**config.mk**
```make
export PLATFORM = sky130hd
export DESIGN_NAME = multi_timer_table_core
export DESIGN_NICKNAME = d
export VERILOG_FILES = /design/src/mtt_pkg.sv /design/src/mtt_cell.sv /design/src/multi_timer_table_core.sv
export SDC_FILE = /design/constraint.sdc
export NUM_CORES = 2
export LEC_CHECK = 0
export BUFFER_PORTS_ARGS = -buffer_cell sky130_fd_sc_hd__buf_2
export CORE_UTILIZATION = 45
export CTS_CLUSTER_DIAMETER = 50
export DETAILED_ROUTE_END_ITERATION = 16
export GPL_TIMING_DRIVEN = 0
export MAX_ROUTING_LAYER = met4
export PLACE_DENSITY_LB_ADDON = 0.2
export SYNTH_ARGS = -nofsm -noshare
export SYNTH_HDL_FRONTEND = slang
export SYNTH_SLANG_ARGS = --single-unit
export TNS_END_PERCENT = 10
```
**constraint.sdc**
```tcl
create_clock -name clk -period 7.75 [get_ports clk]
set_input_delay 1.55 -clock clk [delete_from_list [all_inputs] [get_ports clk]]
set_output_delay 1.55 -clock clk [all_outputs]
set_load 0.02 [all_outputs]
```
**src/mtt_pkg.sv**
```systemverilog
package mtt_pkg;

	// Default table depth.
	localparam int MAX_TIMERS_DEF = 16;

	// Field widths.
	localparam int ID_W    = 16;
	localparam int IVL_W   = 31;
	localparam int ELAP_W  = 32;
	localparam int DELTA_W = 16;

	// Operation codes of an input beat.
	typedef enum logic [1:0] {
		OP_ADD    = 2'd0,
		OP_REMOVE = 2'd1,
		OP_TICK   = 2'd2,
		OP_CLEAR  = 2'd3
	} op_t;

	// Status codes of a result beat.
	typedef enum logic [2:0] {
		ST_OK        = 3'd0,
		ST_DUP       = 3'd1,
		ST_NOT_FOUND = 3'd2,
		ST_FULL      = 3'd3,
		ST_DISABLED  = 3'd4
	} status_t;

	// Sequencer states.
	typedef enum logic {
		S_IDLE = 1'b0,
		S_EMIT = 1'b1
	} state_t;

	// Commands broadcast from the sequencer to every cell.
	typedef struct packed {
		logic                     add;
		logic                     remove;
		logic                     tick;
		logic                     emit_shift;
		logic [ID_W-1:0]          key_id;
		logic [IVL_W-1:0]         new_interval;
		logic [DELTA_W-1:0]       delta;
	} cell_ctrl_t;

endpackage

```
**src/mtt_cell.sv**
```systemverilog
module mtt_cell (
	input  logic                          clk,
	input  logic                          arst_n,
	input  mtt_pkg::cell_ctrl_t           ctrl,
	input  logic                          valid,
	input  logic                          load_sel,
	input  logic                          match_in,
	input  logic [mtt_pkg::ID_W-1:0]      nxt_id,
	input  logic [mtt_pkg::IVL_W-1:0]     nxt_interval,
	input  logic [mtt_pkg::ELAP_W-1:0]    nxt_elapsed,
	input  logic                          nxt_fire,
	input  logic [mtt_pkg::ID_W-1:0]      nxt_fire_id,
	output logic [mtt_pkg::ID_W-1:0]      id,
	output logic [mtt_pkg::IVL_W-1:0]     interval,
	output logic [mtt_pkg::ELAP_W-1:0]    elapsed,
	output logic                          match_out,
	output logic                          fire,
	output logic [mtt_pkg::ID_W-1:0]      fire_id
);

	logic [mtt_pkg::ID_W-1:0]   id_q;
	logic [mtt_pkg::IVL_W-1:0]  interval_q;
	logic [mtt_pkg::ELAP_W-1:0] elapsed_q;
	logic                       fire_q;
	logic [mtt_pkg::ID_W-1:0]   fire_id_q;
	logic [mtt_pkg::ELAP_W-1:0] sum;
	logic                       reached;
	logic                       match;

	// A live entry matches the broadcast id; the chain marks this cell and all after a match.
	assign match     = valid && (id_q == ctrl.key_id);
	assign match_out = match_in | match;

	// Elapsed count after this tick and whether it reaches the interval.
	assign sum     = elapsed_q + {{(mtt_pkg::ELAP_W-mtt_pkg::DELTA_W){1'b0}}, ctrl.delta};
	assign reached = sum >= {1'b0, interval_q};

	// Entry storage: load on add, take the neighbor's entry on remove, advance on tick.
	always_ff @(posedge clk) begin
		if (ctrl.add && load_sel) begin
			id_q       <= ctrl.key_id;
			interval_q <= ctrl.new_interval;
			elapsed_q  <= '0;
		end else if (ctrl.remove && match_out) begin
			id_q       <= nxt_id;
			interval_q <= nxt_interval;
			elapsed_q  <= nxt_elapsed;
		end else if (ctrl.tick && valid) begin
			elapsed_q <= reached ? '0 : sum;
		end
	end

	// Fire chain: loaded on tick, then shifted toward the head one cell per cycle.
	always_ff @(posedge clk or negedge arst_n) begin
		if (!arst_n) begin
			fire_q <= 1'b0;
		end else if (ctrl.tick) begin
			fire_q <= valid && reached;
		end else if (ctrl.emit_shift) begin
			fire_q <= nxt_fire;
		end
	end

	always_ff @(posedge clk) begin
		if (ctrl.tick) begin
			fire_id_q <= id_q;
		end else if (ctrl.emit_shift) begin
			fire_id_q <= nxt_fire_id;
		end
	end

	assign id       = id_q;
	assign interval = interval_q;
	assign elapsed  = elapsed_q;
	assign fire     = fire_q;
	assign fire_id  = fire_id_q;

endmodule

```
**src/multi_timer_table_core.sv**
```systemverilog
// Add, remove, clear and disabled tick: the status beat appears in the cycle after the
// item is taken, and busy stays low, so one such item is taken every cycle.
// Enabled tick: busy goes high and the fire chain drains through the head cell one cell
// per cycle until no fire flag is left; fired beats come first, the status beat last.
// Reset empties the table, sets the tick enable en_q to 1 and clears the result strobe.
// Result beats are shown for a single cycle; the receiver cannot stall.
module multi_timer_table_core #(
	parameter int MAX_TIMERS = mtt_pkg::MAX_TIMERS_DEF
) (
	input  logic                          clk,
	input  logic                          arst_n,
	input  logic                          start,
	output logic                          busy,
	input  logic [1:0]                    operation,
	input  logic [mtt_pkg::ID_W-1:0]      timer_id,
	input  logic [mtt_pkg::IVL_W-1:0]     interval,
	input  logic [mtt_pkg::DELTA_W-1:0]   delta,
	input  logic                          cfg_we,
	input  logic                          cfg_wdata,
	output logic                          strobe,
	output logic                          kind,
	output logic [mtt_pkg::ID_W-1:0]      fired_id,
	output logic [2:0]                    status,
	output logic                          last
);

	localparam int CNT_W = $clog2(MAX_TIMERS + 1);

	mtt_pkg::state_t    state_q, state_d;
	mtt_pkg::op_t       op;
	mtt_pkg::cell_ctrl_t ctrl;
	mtt_pkg::status_t   status_q, status_d;

	logic [CNT_W-1:0]   cnt_q, cnt_d;
	logic               en_q;
	logic               accept;
	logic               found;
	logic               full;
	logic               any_fire;
	logic               add_go, rem_go, tick_go, emit_shift;

	logic               strobe_q, strobe_d;
	logic               kind_q, kind_d;
	logic [mtt_pkg::ID_W-1:0] fired_id_q, fired_id_d;
	logic               last_q, last_d;

	logic [MAX_TIMERS-1:0]    valid, load_sel, match_in, match_out, fire, nxt_fire;
	logic [mtt_pkg::ID_W-1:0]   c_id      [MAX_TIMERS];
	logic [mtt_pkg::IVL_W-1:0]  c_ivl     [MAX_TIMERS];
	logic [mtt_pkg::ELAP_W-1:0] c_elap    [MAX_TIMERS];
	logic [mtt_pkg::ID_W-1:0]   c_fire_id [MAX_TIMERS];
	logic [mtt_pkg::ID_W-1:0]   n_id      [MAX_TIMERS];
	logic [mtt_pkg::IVL_W-1:0]  n_ivl     [MAX_TIMERS];
	logic [mtt_pkg::ELAP_W-1:0] n_elap    [MAX_TIMERS];
	logic [mtt_pkg::ID_W-1:0]   n_fire_id [MAX_TIMERS];

	assign op       = mtt_pkg::op_t'(operation);
	assign busy     = (state_q == mtt_pkg::S_EMIT);
	assign accept   = start && !busy;
	assign found    = match_out[MAX_TIMERS-1];
	assign full     = (cnt_q == CNT_W'(MAX_TIMERS));
	assign any_fire = |fire;

	// Commands to the cell row.
	assign ctrl.add          = add_go;
	assign ctrl.remove       = rem_go;
	assign ctrl.tick         = tick_go;
	assign ctrl.emit_shift   = emit_shift;
	assign ctrl.key_id       = timer_id;
	assign ctrl.new_interval = interval;
	assign ctrl.delta        = delta;

	// Row of cells; each takes its neighbor toward the tail on remove and on drain.
	for (genvar i = 0; i < MAX_TIMERS; i++) begin : g_cell
		assign valid[i]    = CNT_W'(i) < cnt_q;
		assign load_sel[i] = CNT_W'(i) == cnt_q;

		if (i == 0) begin : g_head
			assign match_in[i] = 1'b0;
		end else begin : g_body
			assign match_in[i] = match_out[i-1];
		end

		if (i == MAX_TIMERS - 1) begin : g_tail
			assign nxt_fire[i]  = 1'b0;
			assign n_fire_id[i] = '0;
			assign n_id[i]      = c_id[i];
			assign n_ivl[i]     = c_ivl[i];
			assign n_elap[i]    = c_elap[i];
		end else begin : g_link
			assign nxt_fire[i]  = fire[i+1];
			assign n_fire_id[i] = c_fire_id[i+1];
			assign n_id[i]      = c_id[i+1];
			assign n_ivl[i]     = c_ivl[i+1];
			assign n_elap[i]    = c_elap[i+1];
		end

		mtt_cell u_cell (
			.clk          (clk),
			.arst_n       (arst_n),
			.ctrl         (ctrl),
			.valid        (valid[i]),
			.load_sel     (load_sel[i]),
			.match_in     (match_in[i]),
			.nxt_id       (n_id[i]),
			.nxt_interval (n_ivl[i]),
			.nxt_elapsed  (n_elap[i]),
			.nxt_fire     (nxt_fire[i]),
			.nxt_fire_id  (n_fire_id[i]),
			.id           (c_id[i]),
			.interval     (c_ivl[i]),
			.elapsed      (c_elap[i]),
			.match_out    (match_out[i]),
			.fire         (fire[i]),
			.fire_id      (c_fire_id[i])
		);
	end

	// Sequencer: next state, table commands and the next result beat.
	always_comb begin
		state_d    = state_q;
		cnt_d      = cnt_q;
		add_go     = 1'b0;
		rem_go     = 1'b0;
		tick_go    = 1'b0;
		emit_shift = 1'b0;
		strobe_d   = 1'b0;
		kind_d     = 1'b0;
		fired_id_d = '0;
		status_d   = mtt_pkg::ST_OK;
		last_d     = 1'b1;
		unique case (state_q)
			mtt_pkg::S_IDLE: begin
				if (accept) begin
					strobe_d = 1'b1;
					unique case (op)
						mtt_pkg::OP_ADD: begin
							if (found) begin
								status_d = mtt_pkg::ST_DUP;
							end else if (full) begin
								status_d = mtt_pkg::ST_FULL;
							end else begin
								add_go = 1'b1;
								cnt_d  = cnt_q + 1'b1;
							end
						end
						mtt_pkg::OP_REMOVE: begin
							if (!found) begin
								status_d = mtt_pkg::ST_NOT_FOUND;
							end else begin
								rem_go = 1'b1;
								cnt_d  = cnt_q - 1'b1;
							end
						end
						mtt_pkg::OP_TICK: begin
							if (!en_q) begin
								status_d = mtt_pkg::ST_DISABLED;
							end else begin
								tick_go  = 1'b1;
								strobe_d = 1'b0;
								state_d  = mtt_pkg::S_EMIT;
							end
						end
						mtt_pkg::OP_CLEAR: begin
							cnt_d = '0;
						end
					endcase
				end
			end
			mtt_pkg::S_EMIT: begin
				if (any_fire) begin
					// Drain one cell; the head cell's flag says whether a timer fired.
					emit_shift = 1'b1;
					strobe_d   = fire[0];
					kind_d     = 1'b1;
					fired_id_d = c_fire_id[0];
					last_d     = 1'b0;
				end else begin
					strobe_d = 1'b1;
					state_d  = mtt_pkg::S_IDLE;
				end
			end
		endcase
	end

	// Control registers.
	always_ff @(posedge clk or negedge arst_n) begin
		if (!arst_n) begin
			state_q  <= mtt_pkg::S_IDLE;
			cnt_q    <= '0;
			en_q     <= 1'b1;
			strobe_q <= 1'b0;
		end else begin
			state_q  <= state_d;
			cnt_q    <= cnt_d;
			strobe_q <= strobe_d;
			if (cfg_we) begin
				en_q <= cfg_wdata;
			end
		end
	end

	// Result payload registers.
	always_ff @(posedge clk) begin
		kind_q     <= kind_d;
		fired_id_q <= fired_id_d;
		status_q   <= status_d;
		last_q     <= last_d;
	end

	assign strobe   = strobe_q;
	assign kind     = kind_q;
	assign fired_id = fired_id_q;
	assign status   = status_q;
	assign last     = last_q;

	// The table never holds more entries than there are cells.
	a_cnt_range: assert property (@(posedge clk) disable iff (!arst_n)
		cnt_q <= CNT_W'(MAX_TIMERS))
		else $error("entry count beyond table depth");

	// A fired beat is never the final beat of its item.
	a_fired_not_last: assert property (@(posedge clk) disable iff (!arst_n)
		strobe && kind |-> !last)
		else $error("fired beat marked last");

	// Items other than an enabled tick give their status beat in the next cycle.
	a_short_item: assert property (@(posedge clk) disable iff (!arst_n)
		accept && !(op == mtt_pkg::OP_TICK && en_q) |=> strobe && last && !kind)
		else $error("missing status beat");

	// Leaving the drain always shows the closing status beat.
	a_drain_end: assert property (@(posedge clk) disable iff (!arst_n)
		$fell(busy) |-> strobe && last && !kind)
		else $error("drain ended without status beat");

endmodule
```
==> results.sh <==
export IMPL_synth_seq_area_share_pct=42.4
export IMPL_cts_root_buffer="clkbuf_16"
export IMPL_clock_transition_at_the_registers_of_the_reported_paths_ns=0.06
export IMPL_synthCells=10800
export IMPL_final_hold_worst_slack_ns=0.439
export IMPL_finalNonFillerCells=14200
export IMPL_p_per_area_mw_per_mm2=294
export IMPL_first_global_vias=80900
export IMPL_floorplan_die_height_um=469
export IMPL_timing_hold_worst_class="reg -> reg"
export IMPL_synth_area_leader_cell="edfxtp_1"
export IMPL_synth_ff_type="edfxtp_1"
export IMPL_post_synth_main_area_contributors="edfxtp_1, dfxtp_1, ha_1"
export IMPL_dp_slack_ns=-1.89
export IMPL_whs_path_depth=1
export IMPL_initial_core_utilization_pct=45.5
export IMPL_final_setup_skew_ns=0.0333
export IMPL_cp_buffers_inverters=2
export IMPL_startpoint_type="input port"
export IMPL_yosysWarningCount=0
export IMPL_critPathMaxFanout=16
export IMPL_global_route_wire_length_before_repair_um=578000
export IMPL_cts_tree="built"
export IMPL_antenna_violating_nets_left=0
export IMPL_fmax_mhz=132
export IMPL_post_route_cells_drive_above_1_share_pct=9.44
export IMPL_violations="capacitance limit, slew limit"
export IMPL_post_layout_total_power_mw=32.5
export IMPL_drt_pass1_iterations=6
export IMPL_timing_worst_slew_pin_value_ns=1.62
export IMPL_syn_nets=11700
export IMPL_synth_top_area_share_pct=30.9
export IMPL_status="finished with violations"
export IMPL_timing_final_crit_period_ns=7.59
export IMPL_timing_final_crit_share_pct=97.9
export IMPL_timing_slew_headroom_pct=-8.00
export IMPL_synth_seq_cells=1565
export IMPL_report_final_setup_viol=0
export IMPL_remaining_drc_errors=0
export IMPL_slew_viol_final=64
export IMPL_dpl_cell_area_sq_mm=0.103
export IMPL_place_hpwl_um=324000
export IMPL_count_of_routing_violations_after_the_opening_detailed_route_iteration=10700
export IMPL_cp_cell_sequence="buf_2 > ha_1 > o21a_1 > o21ai_0 > and4b_1 > o41a_1 > o21ai_0 > nand2_1 > nand2_1 > xnor2_1 > ha_1 > a211oi_1 > nand2_1 > or3b_2 > o211ai_1 > a21oi_1 > nor3b_1 > mux2i_1 > nor2_1 > clkbuf_1 > a21oi_1 > nor2_1"
export IMPL_critical_path_max_stage_delay_ns=0.91
export IMPL_post_synth_most_frequent_cells="nand2_1, edfxtp_1, o21ai_0"
export IMPL_synth_async_reset_ratio_pct=1.53
export IMPL_postLayoutCellArea_sq_mm=0.110
export IMPL_clk_buf_depth=3
export IMPL_power_leakage_nw=46.3
export IMPL_grt_overflow_total=0
export IMPL_synthToLayoutAreaGrowth_pct=12.6
export IMPL_cts_buffers=222
export IMPL_worstRegToRegCells=13
export IMPL_number_of_enable_flip_flop_cells_after_synthesis=1008
export IMPL_drv_max_cap_violation_count=10
export IMPL_tns_ns=0
export IMPL_io_pins=93
export IMPL_design_die_area_sq_mm=0.220
export IMPL_crit_slowest_cell="buf_2"
export IMPL_route_final_wire_length_um=413000
export IMPL_global_route_usage_total_pct=37.8
export IMPL_post_route_worst_setup_slack_ns=0.160
export IMPL_detailroute_via_count=86900
export IMPL_grt_max_degree=48
export IMPL_clock_tree_htree_level_count=4
export IMPL_clock_sinks=1565
export IMPL_route_detailed_vias_per_inst=6.11
export IMPL_endpoint_kind="flip-flop"
export IMPL_path_delay_family="simple AND/OR/NAND/NOR gates"
export IMPL_worstPathArrival_ns=8.40
export IMPL_crit_required_ns=8.56
export IMPL_worst_setup_path_type="in -> reg"
export IMPL_utilization_pct=51.2
export IMPL_setup_repair_after_global_routing_missed_its_margin="no"
export IMPL_synth_area_sq_mm=0.0980
export IMPL_die_w_um=469
export IMPL_count_of_standard_cell_rows=170
export IMPL_postSynthAreaPerCell_sq_um=9.06
export IMPL_max_vdd_ir_drop_mv=0.284
export IMPL_number_of_antenna_violations_at_the_first_check_in_global_routing=32
export IMPL_hold_viol_final=0
export IMPL_worst_path_stages=22
export IMPL_port_buffer_count=91
export IMPL_postCtsSetupRepairBufs=0
export IMPL_crit_path_frequent_cell="nand2_1"
export IMPL_place_congestion=1.04
export IMPL_later_pin_clock_latency_in_the_skew_report_ns=0.89
export IMPL_synth_most_common_cell="nand2_1"
export IMPL_route_detailed_wl_per_inst_um=29.1
export IMPL_fin_nets=12000
export IMPL_core_area_sq_mm=0.215
export IMPL_inst_count_dp=13800
export IMPL_synth_cell_type_count=112
-- flip-flops by register name (all words and copies together) (netlist names) --
name,cells
g_cell.u_cell.elapsed,512
g_cell.u_cell.interval,496
g_cell.u_cell.fire_id,256
g_cell.u_cell.id,256
fired_id,16
g_cell.u_cell.fire,16
cnt_q,5
status,3
busy,1
en_q,1
kind,1
last,1
strobe,1
-- report_power, final --
group	internal, mW	leakage (nW)	switching [mW]
Sequential	10.6	14.0	1.06
Combinational	3.85	28.7	6.44
Clock	6.14	3.64	4.34
Total	20.6	46.3	11.8
-- area by class of cell --
class | instances | area, sq um
timing repair buffer | 115 | 951
sequential | 1565 | 41500
multi-input combinational | 8056 | 51700
antenna | 14 | 35.0
clock inverter | 147 | 1530
fill | 20200 | 105000
inverter | 658 | 2470
buffer | 543 | 2500
tap | 2838 | 3550
clock buffer | 278 | 6040
-- per-layer routing --
layer / global-route usage (%) / vias up / part of all wire (%)
li1: - / 39300 / -
met5: - / - / 0
met1: 51.7 / 42200 / 43
met2: 52.8 / 4611 / 41
met4: 19.6 / 0 / 6.1
met3: 7.29 / 809 / 10
-- path summary, 6_finish.rpt --
check,from,end,slack [ns]
worst max-delay path,delta[9],g_cell[9].u_cell.elapsed[27]$_SDFFE_PP0P_,0.16
max in group asynchronous,arst_n,g_cell[13].u_cell.fire$_DFFE_PN0P_,6.43
worst min register to register,g_cell[0].u_cell.fire_id[0]$_DFFE_PP_,fired_id[0]$_SDFF_PN0_,0.44
worst min-delay path,g_cell[0].u_cell.fire_id[0]$_DFFE_PP_,fired_id[0]$_SDFF_PN0_,0.44
worst max register to register,cnt_q[1]$_DFFE_PN0P_,g_cell[4].u_cell.interval[3]$_DFFE_PP_,0.42
min in group asynchronous,arst_n,strobe$_DFF_PN0_,0.77
-- cell usage in the layout (no fill, tap or decap), drive strengths merged, types with 289 or more instances in the layout --
cell    netlist  final
xor2        289    289
a21oi       577    577
clkbuf      347    626
o21ai       769    769
nand2      2124   2124
xnor2       399    399
dfxtp       533    533
nor2        658    658
buf         196    310
edfxtp     1008   1008
ha          757    757
inv         658    698
-- kinds of logic after synthesis --
group | share of synthesized area (%)
compound gates | 15.2
xor+xnor | 6.15
fa+ha+maj | 9.99
buf+inv | 5.02
flops | 42.4
mux | 3.12
simple gates | 18.1
-- repair_timing --
item / 4_1_cts / 5_1_grt
endpoints found under the setup margin: 112 / 97
hold buffers: 0 / 0
gates resized for setup: 8 / 21
Note: power is estimated with default switching activity, not from simulation.
